## config.mk

```make
export PLATFORM = sky130hd
export DESIGN_NAME = file_pack_header_and_body_parser
export DESIGN_NICKNAME = d
export VERILOG_FILES = /design/src/rtl/core/fpp_pkg.sv /design/src/rtl/core/fpp_parser.sv /design/src/rtl/core/file_pack_header_and_body_parser.sv
export SDC_FILE = /design/constraint.sdc
export NUM_CORES = 1
export LEC_CHECK = 0
export ABC_AREA = 1
export BUFFER_PORTS_ARGS = -buffer_cell sky130_fd_sc_hd__buf_2
export CORE_MARGIN = 2
export CORE_UTILIZATION = 57
export DETAILED_ROUTE_END_ITERATION = 6
export PLACE_DENSITY = 0.77
export SLEW_MARGIN = 10
export SYNTH_ARGS = -nofsm -noshare
export SYNTH_HDL_FRONTEND = slang
export SYNTH_SLANG_ARGS = --single-unit
```

## constraint.sdc

```tcl
create_clock -name clk -period 8.2 [get_ports clk]
set_input_delay 0.82 -clock clk [delete_from_list [all_inputs] [get_ports clk]]
set_output_delay 0.82 -clock clk [all_outputs]
set_load 0.005 [all_outputs]
```

## src/rtl/core/fpp_pkg.sv

```systemverilog
`timescale 1ns / 1ps

package fpp_pkg;

  localparam int DIGEST_BYTES = 32;
  localparam int SIZE_BYTES   = 4;

  localparam logic [7:0] MAX_TYPE_RESET = 8'd8;

  typedef enum logic [2:0] {
    ROLE_TYPE    = 3'd0,
    ROLE_NLEN    = 3'd1,
    ROLE_NAME    = 3'd2,
    ROLE_SIZE    = 3'd3,
    ROLE_DIGEST  = 3'd4,
    ROLE_CONTENT = 3'd5,
    ROLE_REJECT  = 3'd6
  } byte_role_t;

  typedef struct packed {
    byte_role_t  role;
    logic [7:0]  value;
    logic [7:0]  offset;
    logic [7:0]  rec_type;
    logic [7:0]  name_len;
    logic [31:0] file_size;
    logic [31:0] remaining;
    logic        hdr_done;
    logic        last;
    logic        err;
  } parse_res_t;

endpackage

```

## src/rtl/core/fpp_parser.sv

```systemverilog
`timescale 1ns / 1ps

module fpp_parser
  import fpp_pkg::*;
(
  input  logic       clk,
  input  logic       rst_n,
  input  logic       advance,
  input  logic [7:0] data_byte,
  input  logic [7:0] max_type,
  output parse_res_t res
);

  typedef enum logic [2:0] {
    PH_TYPE,
    PH_NLEN,
    PH_NAME,
    PH_SIZE,
    PH_DIGEST,
    PH_CONTENT
  } phase_t;

  localparam logic [7:0] DIGEST_LEN = 8'(DIGEST_BYTES);
  localparam logic [7:0] SIZE_LEN   = 8'(SIZE_BYTES);

  phase_t      phase_r, phase_nxt;
  logic [7:0]  type_r, type_nxt;
  logic [7:0]  nlen_r, nlen_nxt;
  logic [7:0]  fcnt_r, fcnt_nxt;
  logic [31:0] size_r, size_nxt;
  logic [31:0] rcvd_r, rcvd_nxt;
  logic        err_r, err_nxt;

  logic [7:0]  fcnt_inc;
  logic [31:0] rcvd_inc;
  logic [31:0] size_merge;

  assign fcnt_inc   = fcnt_r + 8'd1;
  assign rcvd_inc   = rcvd_r + 32'd1;
  assign size_merge = size_r | ({24'd0, data_byte} << {fcnt_r[1:0], 3'b000});

  always_comb begin
    phase_nxt = phase_r;
    type_nxt  = type_r;
    nlen_nxt  = nlen_r;
    fcnt_nxt  = fcnt_r;
    size_nxt  = size_r;
    rcvd_nxt  = rcvd_r;
    err_nxt   = err_r;

    res.role      = ROLE_REJECT;
    res.value     = data_byte;
    res.offset    = 8'd0;
    res.remaining = 32'd0;
    res.hdr_done  = 1'b0;
    res.last      = 1'b0;

    if (!err_r) begin
      case (phase_r)
        PH_NLEN: begin
          res.role = ROLE_NLEN;
          nlen_nxt = data_byte;
          if (data_byte == 8'd0) begin
            err_nxt = 1'b1;
          end else begin
            fcnt_nxt  = 8'd0;
            phase_nxt = PH_NAME;
          end
        end
        PH_NAME: begin
          res.role   = ROLE_NAME;
          res.offset = fcnt_r;
          fcnt_nxt   = fcnt_inc;
          if (fcnt_inc >= nlen_r) begin
            fcnt_nxt  = 8'd0;
            phase_nxt = PH_SIZE;
          end
        end
        PH_SIZE: begin
          res.role   = ROLE_SIZE;
          res.offset = fcnt_r;
          size_nxt   = size_merge;
          fcnt_nxt   = fcnt_inc;
          if (fcnt_inc >= SIZE_LEN) begin
            fcnt_nxt  = 8'd0;
            phase_nxt = PH_DIGEST;
          end
        end
        PH_DIGEST: begin
          res.role      = ROLE_DIGEST;
          res.offset    = fcnt_r;
          res.remaining = size_r - rcvd_r;
          fcnt_nxt      = fcnt_inc;
          if (fcnt_inc >= DIGEST_LEN) begin
            fcnt_nxt      = 8'd0;
            res.hdr_done  = 1'b1;
            rcvd_nxt      = 32'd0;
            res.remaining = size_r;
            if (size_r == 32'd0) begin
              res.last  = 1'b1;
              phase_nxt = PH_TYPE;
            end else begin
              phase_nxt = PH_CONTENT;
            end
          end
        end
        PH_CONTENT: begin
          res.role      = ROLE_CONTENT;
          rcvd_nxt      = rcvd_inc;
          res.remaining = size_r - rcvd_inc;
          if (rcvd_inc >= size_r) begin
            res.remaining = 32'd0;
            res.last      = 1'b1;
            phase_nxt     = PH_TYPE;
          end
        end
        default: begin
          res.role = ROLE_TYPE;
          type_nxt = data_byte;
          size_nxt = 32'd0;
          rcvd_nxt = 32'd0;
          fcnt_nxt = 8'd0;
          if (data_byte == 8'd0 || data_byte > max_type) begin
            err_nxt = 1'b1;
          end else begin
            phase_nxt = PH_NLEN;
          end
        end
      endcase
    end

    res.rec_type  = type_nxt;
    res.name_len  = nlen_nxt;
    res.file_size = size_nxt;
    res.err       = err_nxt;
  end

  always_ff @(posedge clk) begin
    if (!rst_n) begin
      phase_r <= PH_TYPE;
      type_r  <= 8'd0;
      nlen_r  <= 8'd0;
      fcnt_r  <= 8'd0;
      size_r  <= 32'd0;
      rcvd_r  <= 32'd0;
      err_r   <= 1'b0;
    end else if (advance) begin
      phase_r <= phase_nxt;
      type_r  <= type_nxt;
      nlen_r  <= nlen_nxt;
      fcnt_r  <= fcnt_nxt;
      size_r  <= size_nxt;
      rcvd_r  <= rcvd_nxt;
      err_r   <= err_nxt;
    end
  end

endmodule

```

## src/rtl/core/file_pack_header_and_body_parser.sv

```systemverilog
`timescale 1ns / 1ps
// Each accepted item is captured in the output register and appears on the output in the next cycle.
// Throughput is one item per cycle while out_tready is high, and an item is taken while the output register drains.
// The parse state lives in the parser, and the output register is the only stage.
// Reset is synchronous and active low, and returns the parser to expect a type byte.
// Reset also clears the sticky error and sets the type limit back to eight.

module file_pack_header_and_body_parser
  import fpp_pkg::*;
(
  input  logic         clk,
  input  logic         rst_n,
  input  logic         cfg_wr_en,
  input  logic [7:0]   cfg_wr_data,
  input  logic         in_tvalid,
  output logic         in_tready,
  input  logic [7:0]   in_tdata,    // data_byte
  output logic         out_tvalid,
  input  logic         out_tready,
  // byte_value, field_offset, record_type, name_length, file_size, bytes_remaining,
  // header_done, format_error, zero fill
  output logic [103:0] out_tdata,
  output logic [2:0]   out_tuser,   // byte_role
  output logic         out_tlast    // file_last
);

  logic       max_type_r;
  logic [7:0] max_type_val_r;
  logic       accept;
  logic       out_tvalid_r, out_tvalid_nxt;
  parse_res_t res;
  parse_res_t out_res_r;

  assign in_tready = !out_tvalid_r || out_tready;
  assign accept    = in_tvalid && in_tready;

  always_ff @(posedge clk) begin
    if (!rst_n) begin
      max_type_val_r <= MAX_TYPE_RESET;
      max_type_r     <= 1'b0;
    end else if (cfg_wr_en) begin
      max_type_val_r <= cfg_wr_data;
      max_type_r     <= 1'b1;
    end
  end

  fpp_parser u_parser (
    .clk       (clk),
    .rst_n     (rst_n),
    .advance   (accept),
    .data_byte (in_tdata),
    .max_type  (max_type_val_r),
    .res       (res)
  );

  always_comb begin
    out_tvalid_nxt = out_tvalid_r;
    if (accept) begin
      out_tvalid_nxt = 1'b1;
    end else if (out_tready) begin
      out_tvalid_nxt = 1'b0;
    end
  end

  always_ff @(posedge clk) begin
    if (!rst_n) begin
      out_tvalid_r <= 1'b0;
    end else begin
      out_tvalid_r <= out_tvalid_nxt;
    end
  end

  always_ff @(posedge clk) begin
    if (accept) begin
      out_res_r <= res;
    end
  end

  assign out_tvalid = out_tvalid_r;
  assign out_tuser  = out_res_r.role;
  assign out_tlast  = out_res_r.last;
  assign out_tdata  = {6'd0, out_res_r.err, out_res_r.hdr_done, out_res_r.remaining,
                       out_res_r.file_size, out_res_r.name_len, out_res_r.rec_type,
                       out_res_r.offset, out_res_r.value};

  a_ready_when_empty: assert property (@(posedge clk) disable iff (!rst_n)
    !out_tvalid_r |-> in_tready)
    else $error("input stalled while the output register is empty");

  a_reject_has_error: assert property (@(posedge clk) disable iff (!rst_n)
    out_tvalid_r && out_res_r.role == ROLE_REJECT |-> out_res_r.err)
    else $error("rejected item without error flag");

  a_hdr_on_digest: assert property (@(posedge clk) disable iff (!rst_n)
    out_tvalid_r && out_res_r.hdr_done |-> out_res_r.role == ROLE_DIGEST)
    else $error("header end on an item that is not a digest byte");

  a_last_role: assert property (@(posedge clk) disable iff (!rst_n)
    out_tvalid_r && out_res_r.last |->
      out_res_r.role == ROLE_DIGEST || out_res_r.role == ROLE_CONTENT)
    else $error("record end on an item that is neither digest nor content");

  a_error_sticky: assert property (@(posedge clk) disable iff (!rst_n)
    accept && $past(accept) && $past(res.err) |-> res.err)
    else $error("format error cleared without reset");

  a_cfg_seen: assert property (@(posedge clk) disable iff (!rst_n)
    cfg_wr_en |=> max_type_r && max_type_val_r == $past(cfg_wr_data))
    else $error("type limit write lost");

endmodule
```

# [After elaboration in Yosys (flattened, before gate mapping)]
# Index checks and enable logic that the tools add are counted.
[word_totals] ff_bits=203 in_bits=21 output_inout_bits=110 elab_cells=97
[classes] n_addsub=4 n_lt_le_gt_ge=5 n_eq_ne=11 shift=1 n_mux=34 bitwise=6 reduce_logical=17
[op_table] op="$pmux W32 S2" n=2
[op_table] op="$mux W32" n=3
[op_table] op="$pmux W32 S3" n=1
[op_table] op="$mux W8" n=8
[op_table] op="$sub A32 B32 Y32" n=2
[op_table] op="$pmux W8 S5" n=1
[op_table] op="$mux W34" n=1
[op_table] op="$add A32 B1 Y32 const B" n=1
[op_table] op="$ge A32 B32 Y1" n=1
[op_table] op="$logic_not A32 Y1" n=1
[op_table] op="$or A32 B32 Y32" n=1
[op_table] op="$shl A8 B5 Y32" n=1
[op_table] op="$pmux W3 S5" n=2
[op_table] op="$mux W3" n=7
[op_table] op="$add A8 B1 Y8 const B" n=1
[op_table] op="$ge A8 B3 Y1 const B" n=1
[op_table] op="$ge A8 B6 Y1 const B" n=1
[op_table] op="$ge A8 B8 Y1" n=1
[op_table] op="$gt A8 B8 Y1" n=1
[op_table] op="$logic_not A8 Y1" n=1
[op_table] op="$ne A2 B1 Y1 const B" n=4
[op_table] op="$reduce_and A4 Y1" n=2
[op_table] op="$reduce_and A8 Y1" n=1
[op_table] op="$reduce_or A4 Y1" n=2
[op_table] op="15 further kinds" n=31

# [Longest topological paths before layout]
[logic_depth] depth_word=5 ltp_mapped=22 mapped_depth_nobuf=22

# [Cells and area by module]
# Synthesis repeated with hierarchy kept, for this count alone.
[unflattened] cells_unflattened=2183 hier_area_um2=14670.3
[modules_own_cells] mod="fpp_parser" instances=1 cells_per_inst=2034 area_per_inst_um2=11249.5 seq_area_each_um2=1841.8
[modules_own_cells] mod="file_pack_header_and_body_parser" instances=1 cells_per_inst=149 area_per_inst_um2=3420.8 seq_area_each_um2=3243.1

# [Worst setup path after synthesis]
# Ideal clock, no wire load.
[synth_path] path_kind="input -> register" from="input out_tready" to="register u_parser.rcvd_r[22]" setup_ps=135 arrival_time_ps=4408 required_time_ps=8065 path_slack_ps=3657 path_stages=10 n_path_buf=1 path_cell_list="inv_1 > nand2_1 > nand2_1 > inv_1 > nand2_1 > nor3_2 > clkinv_2 > buf_4 > a31oi_1 > a211oi_1"
[synth_via] elab_chain_cells=3
[synth_rtl] element="start, declared" line_no="file_pack_header_and_body_parser.sv:19" rtl="input logic out_tready,"
[synth_rtl] element="$logic_or A1 B1 Y1" line_no="file_pack_header_and_body_parser.sv:34" rtl="assign in_tready = !out_tvalid_r || out_tready;"
[synth_rtl] element="via in_tready" line_no="file_pack_header_and_body_parser.sv:16" rtl="output logic in_tready,"
[synth_rtl] element="$logic_and A1 B1 Y1" line_no="file_pack_header_and_body_parser.sv:35" rtl="assign accept = in_tvalid && in_tready;"
[synth_rtl] element="via accept" line_no="file_pack_header_and_body_parser.sv:29" rtl="logic accept;"
[synth_rtl] element="$reduce_and A4 Y1 (no source line)"
[synth_rtl] element="end signal, assigned" line_no="fpp_parser.sv:153" rtl="rcvd_r <= rcvd_nxt;"
[synth_rtl] element="end, declared" line_no="fpp_parser.sv:31" rtl="logic [31:0] rcvd_r, rcvd_nxt;"
# The timed path passes the listed nets, and every way through them passes these cells.
# A chain may end at the register's enable or synchronous reset.

# [Final worst setup path]
[layout_path] from="register u_parser.fcnt_r[1]" to="register u_parser.phase_r[0]"
[layout_via] elab_chain_cells=4 word_cells_on_any_way=8 classes_between="1 x add/sub; 3 x order compare; 3 x eq/ne; 1 x reduce/logical"
[layout_rtl] element="start, declared" line_no="fpp_parser.sv:29" rtl="logic [7:0] fcnt_r, fcnt_nxt;"
[layout_rtl] element="start signal, assigned" line_no="fpp_parser.sv:151" rtl="fcnt_r <= fcnt_nxt;"
[layout_rtl] element="$add A8 B1 Y8 (*)" line_no="fpp_parser.sv:38" rtl="assign fcnt_inc = fcnt_r + 8'd1;"
[layout_rtl] element="$ge A8 B3 Y1, or another cell as far along" line_no="fpp_parser.sv:84" rtl="if (fcnt_inc >= SIZE_LEN) begin"
[layout_rtl] element="$ne A2 B1 Y1 (no source line)"
[layout_rtl] element="$reduce_and A8 Y1 (no source line) (*)"
[layout_rtl] element="end signal, assigned" line_no="fpp_parser.sv:148" rtl="phase_r <= phase_nxt;"
[layout_rtl] element="end, declared" line_no="fpp_parser.sv:26" rtl="phase_t phase_r, phase_nxt;"
# Every way passes the cells marked *; elsewhere a longest branch is shown, timed or not.

==> key figures <==
Clock tree
  • Post-CTS Setup Bufs: 0
  • Worst-Skew Late Latency: ~0.52 ns
  • CTS Buf Count: 23
  • # hold bufs at CTS: 0
  • Clock Tree Root: clkbuf_16
  • CTS Sinks: just over 200
  • H-tree levels: 1
  • CTS Buffer Depth: 3
  • Gates resized, CTS repair: 0
  • CTS tree: done
  • Worst-path clk slew: ~0.060 ns

Drt
  • Via count: roughly 14000
  • First-pass DRT Iterations: 7
  • Avg WL per Cell: roughly 19 µm
  • Post-route DRC: 11
  • Total Routed Length: roughly 46 mm
  • DR vias/cell: between 5 and 6
  • Starting DRC count in detailed routing: 1387
  • Routed Antenna Nets: 0

Critical path
  • Worst Setup End Kind: register
  • Worst Path Required: roughly 8.6 ns
  • Worst path cell trace: inv_2 > nor3_2 > nand4_1 > nor2_1 > xor2_1 > nand3_2 > inv_1 > nand4_1 > nand2_1 > nor3_1 > nor2_1 > nor2_1 > o21ai_0 > inv_1
  • Cell mode on critical path: nor2_1
  • CP Max Fanout: 27
  • Crit path launch type: register
  • CP Data Arrival Time: between 4 and 5 ns
  • Crit-path max cell delay: around 0.97 ns
  • Critical path's slowest cell: inv_1
  • Critical path class: reg -> reg

Place
  • DP Wirelength: between 30 and 40 mm
  • GPL Wtd Cong: ~1.0
  • Port bufs: between 100 and 150

Final layout
  • Fillers: approximately 2200
  • Final #Nets: between 2000 and 2500
  • N_diodes: 0
  • Share of post-route cells with drive strength above 1: 0.127
  • Area delta synth->final: 11.5%

Timing
  • Crit path time final: between 4 and 5 ns
  • Clock Skews: between 0.015 and 0.02 ns
  • # setup viols final: 0
  • Max-slew violation count: 0
  • Max_slew headroom: 0.325
  • RSZ-0062 raised after global routing: no
  • Period utilization: 0.537
  • Setup TNS: 0 ns
  • Fin. Hold Viols: 0
  • Worst-Margin Slew: approximately 1 ns
  • Fmax: approximately 0.23 GHz

Synth
  • Post-Syn Area: around 0.014 mm²
  • Async SR Flop Fraction: 0
  • Synth Flop Type: edfxtp_1
  • Sequential fraction of the synthesis area: 0.360
  • Post-Synthesis Cells: 1950
  • Cell taking the most area after synthesis: edfxtp_1
  • EDFF count, synth: 102
  • Post-synth top area share: 0.217
  • Avg Inst Size Synth: approximately 7.2 µm²
  • FF+latch count, synth: 203
  • Synth area leaders: edfxtp_1, dfxtp_1, nand2_1
  • Distinct cells, synth: 55
  • Yosys warning count: 0

Power and ir drop
  • PD cells: 296 mW/mm²
  • Share of power burned in registers: 0.292
  • Clk network pwr share: 0.224
  • Internal cell power: 2.56 mW
  • Sw Share: 0.451
  • Overall Power: about 4.7 mW
  • Peak supply drop: a little under 0.2 mV
  • LEAKAGE: approximately 7 nW
  • Combinational power share: 0.484
  • Psw: ~2.1 mW

Global route
  • Largest net degree at the start of global routing: 83
  • GRT Resource Usage Total: 0.345
  • Congestion Overflow GR: 0
  • Vias in the first global route: around 13000
  • First-pass GRT wire length: between 70 and 80 mm
  • Initial antenna violation count: 0

Min path
  • Worst hold path type: reg -> reg

Die
  • DIE AREA: about 0.026 mm²
  • Core area: 0.0243 mm²
  • Top-Level Pins: between 100 and 150
  • Starting density of the core: 0.580
  • Site row count: 57
  • Die Span Y: around 160 µm
  • Die Span X: ~160 µm

Status
  • Failing checks: design-rule violations
  • Status: finished, violations left

Run
  • Max Cap Viol: 0
layer usage:
metal / track usage / wire, µm / vias up
met5: 0 / 0 / -
li1: - / - / 6798
met2: 0.547 / 20100 / 811
met3: 0.0598 / 4790 / 143
met1: 0.464 / 18600 / 6522
met4: 0.157 / 2290 / 0
critical path: cells and delay by family (launching register included):
kind / cells / cell delay [ns]
AO/OA/AOI/OAI: 1 / 0.16
XOR/XNOR: 1 / 0.22
buffers and inverters: 3 / 1.27
flip-flops: 1 / 0.78
AND/OR/NAND/NOR: 9 / 1.87
layout by cell type, fill, tap and decap left out, types with 6 or more instances in the layout:
cell / synthesis / final
edfxtp_1: 102 / 102
nand3_2: 9 / 9
o211ai_1: 6 / 6
buf_2: 5 / 124
clkbuf_16: 0 / 24
nor3_1: 14 / 13
conb_1: 1 / 6
dfxtp_1: 101 / 101
xnor2_1: 11 / 11
a21oi_1: 173 / 173
nand2_2: 24 / 25
a21boi_0: 7 / 7
nand4_1: 21 / 21
a211oi_1: 49 / 49
nor4_1: 11 / 11
clkbuf_1: 43 / 7
nor2_4: 6 / 7
nor2_2: 14 / 14
ha_1: 67 / 67
nor2_1: 202 / 201
a21oi_2: 20 / 20
a31oi_1: 16 / 16
inv_1: 256 / 255
o21ai_0: 128 / 128
nand2_1: 384 / 383
xor2_1: 45 / 45
nand3_1: 164 / 164
buf_4: 7 / 10
path summary, 6_finish.rpt:
| path | from | endpoint | slack, ns | cells after the start |
|---|---|---|---|---|
| worst min register to register | max_type_val_r[7]$_SDFFE_PN0P_ | max_type_val_r[7]$_SDFFE_PN0P_ | 0.47 | 2 |
| worst min-delay path | max_type_val_r[7]$_SDFFE_PN0P_ | max_type_val_r[7]$_SDFFE_PN0P_ | 0.47 | 2 |
| worst max register to register | u_parser.fcnt_r[1]$_SDFFE_PN0P_ | u_parser.phase_r[0]$_SDFFE_PN0P_ | 3.79 | 14 |
| worst max-delay path | u_parser.fcnt_r[1]$_SDFFE_PN0P_ | u_parser.phase_r[0]$_SDFFE_PN0P_ | 3.79 | 14 |
cell families (layout without fill, tap and decap cells):
| logic type | Yosys count | after routing | synth area share |
|---|---|---|---|
| adder cells (fa/ha/maj) | 69 | 69 | 0.0623 |
| XOR/XNOR | 56 | 56 | 0.0348 |
| AO/OA/AOI/OAI | 433 | 433 | 0.178 |
| AND/OR/NAND/NOR | 868 | 868 | 0.275 |
| flip-flops | 203 | 203 | 0.360 |
| other | 1 | 6 | 0.000266 |
| buffers and inverters | 320 | 437 | 0.0891 |
per-stage QoR:
| step | instances | cell area (µm²) | worst slack (ns) | utilization | hold WS [ns] |
|---|---|---|---|---|---|
| after floorplan | 1955 | 14100 | 3.66 | - | 0.437 |
| after global placement | 2355 | 15000 | 4.14 | 0.616 | 0.450 |
| after detailed placement | 2355 | 15000 | 3.95 | 0.616 | 0.455 |
| after CTS | 2396 | 15700 | 3.92 | 0.647 | 0.464 |
| after global routing | 2396 | 15700 | 3.50 | 0.647 | 0.492 |
| final | 2396 | 15700 | 3.79 | 0.647 | 0.467 |
cell usage after synthesis, drive strengths merged (3+ instances only):
| cell type | instances |
|---|---|
| ha | 67 |
| clkbuf | 43 |
| a21oi | 193 |
| nor3 | 16 |
| o21a | 4 |
| o211ai | 6 |
| buf | 15 |
| o21ai | 129 |
| inv | 261 |
| a21o | 4 |
| nand2 | 409 |
| edfxtp | 102 |
| o21bai | 5 |
| xor2 | 45 |
| dfxtp | 101 |
| nand4 | 22 |
| nor2 | 226 |
| a221oi | 3 |
| a22oi | 5 |
| xnor2 | 11 |
| a31oi | 16 |
| nand3b | 3 |
| nand3 | 173 |
| or2 | 6 |
| a21boi | 8 |
| o221ai | 3 |
| nor4 | 11 |
| a211oi | 49 |
power groups by stage:
stage	Sequential [mW]	Combinational, mW	Clock, mW
finish	1.36	2.25	1.04
global route	1.37	2.48	1.09
CTS	1.35	2.19	1.05
detailed placement	1.37	2.17	0
global placement	1.37	2.13	0
floorplan	1.35	1.58	0
sequential cells by signal, indices dropped and copies added (netlist names):
register and cells:
out_tdata 98, u_parser.rcvd_r 32, out_tuser 3, u_parser.nlen_r 8
out_tvalid 1, max_type_val_r 8, u_parser.err_r 1, u_parser.size_r 32
u_parser.fcnt_r 8, out_tlast 1, u_parser.type_r 8, u_parser.phase_r 3
final cells by class:
class	instances	area [µm²]	share of cell area
repair buffers	134	696	0.0442
clock inverters	8	100	0.00636
clock buffers	33	654	0.0416
well taps	324	405	0.0258
inverters	262	987	0.0628
multi-input cells	1432	7800	0.496
flip-flops and latches	203	5080	0.323
(Power assumes the default switching activity.)
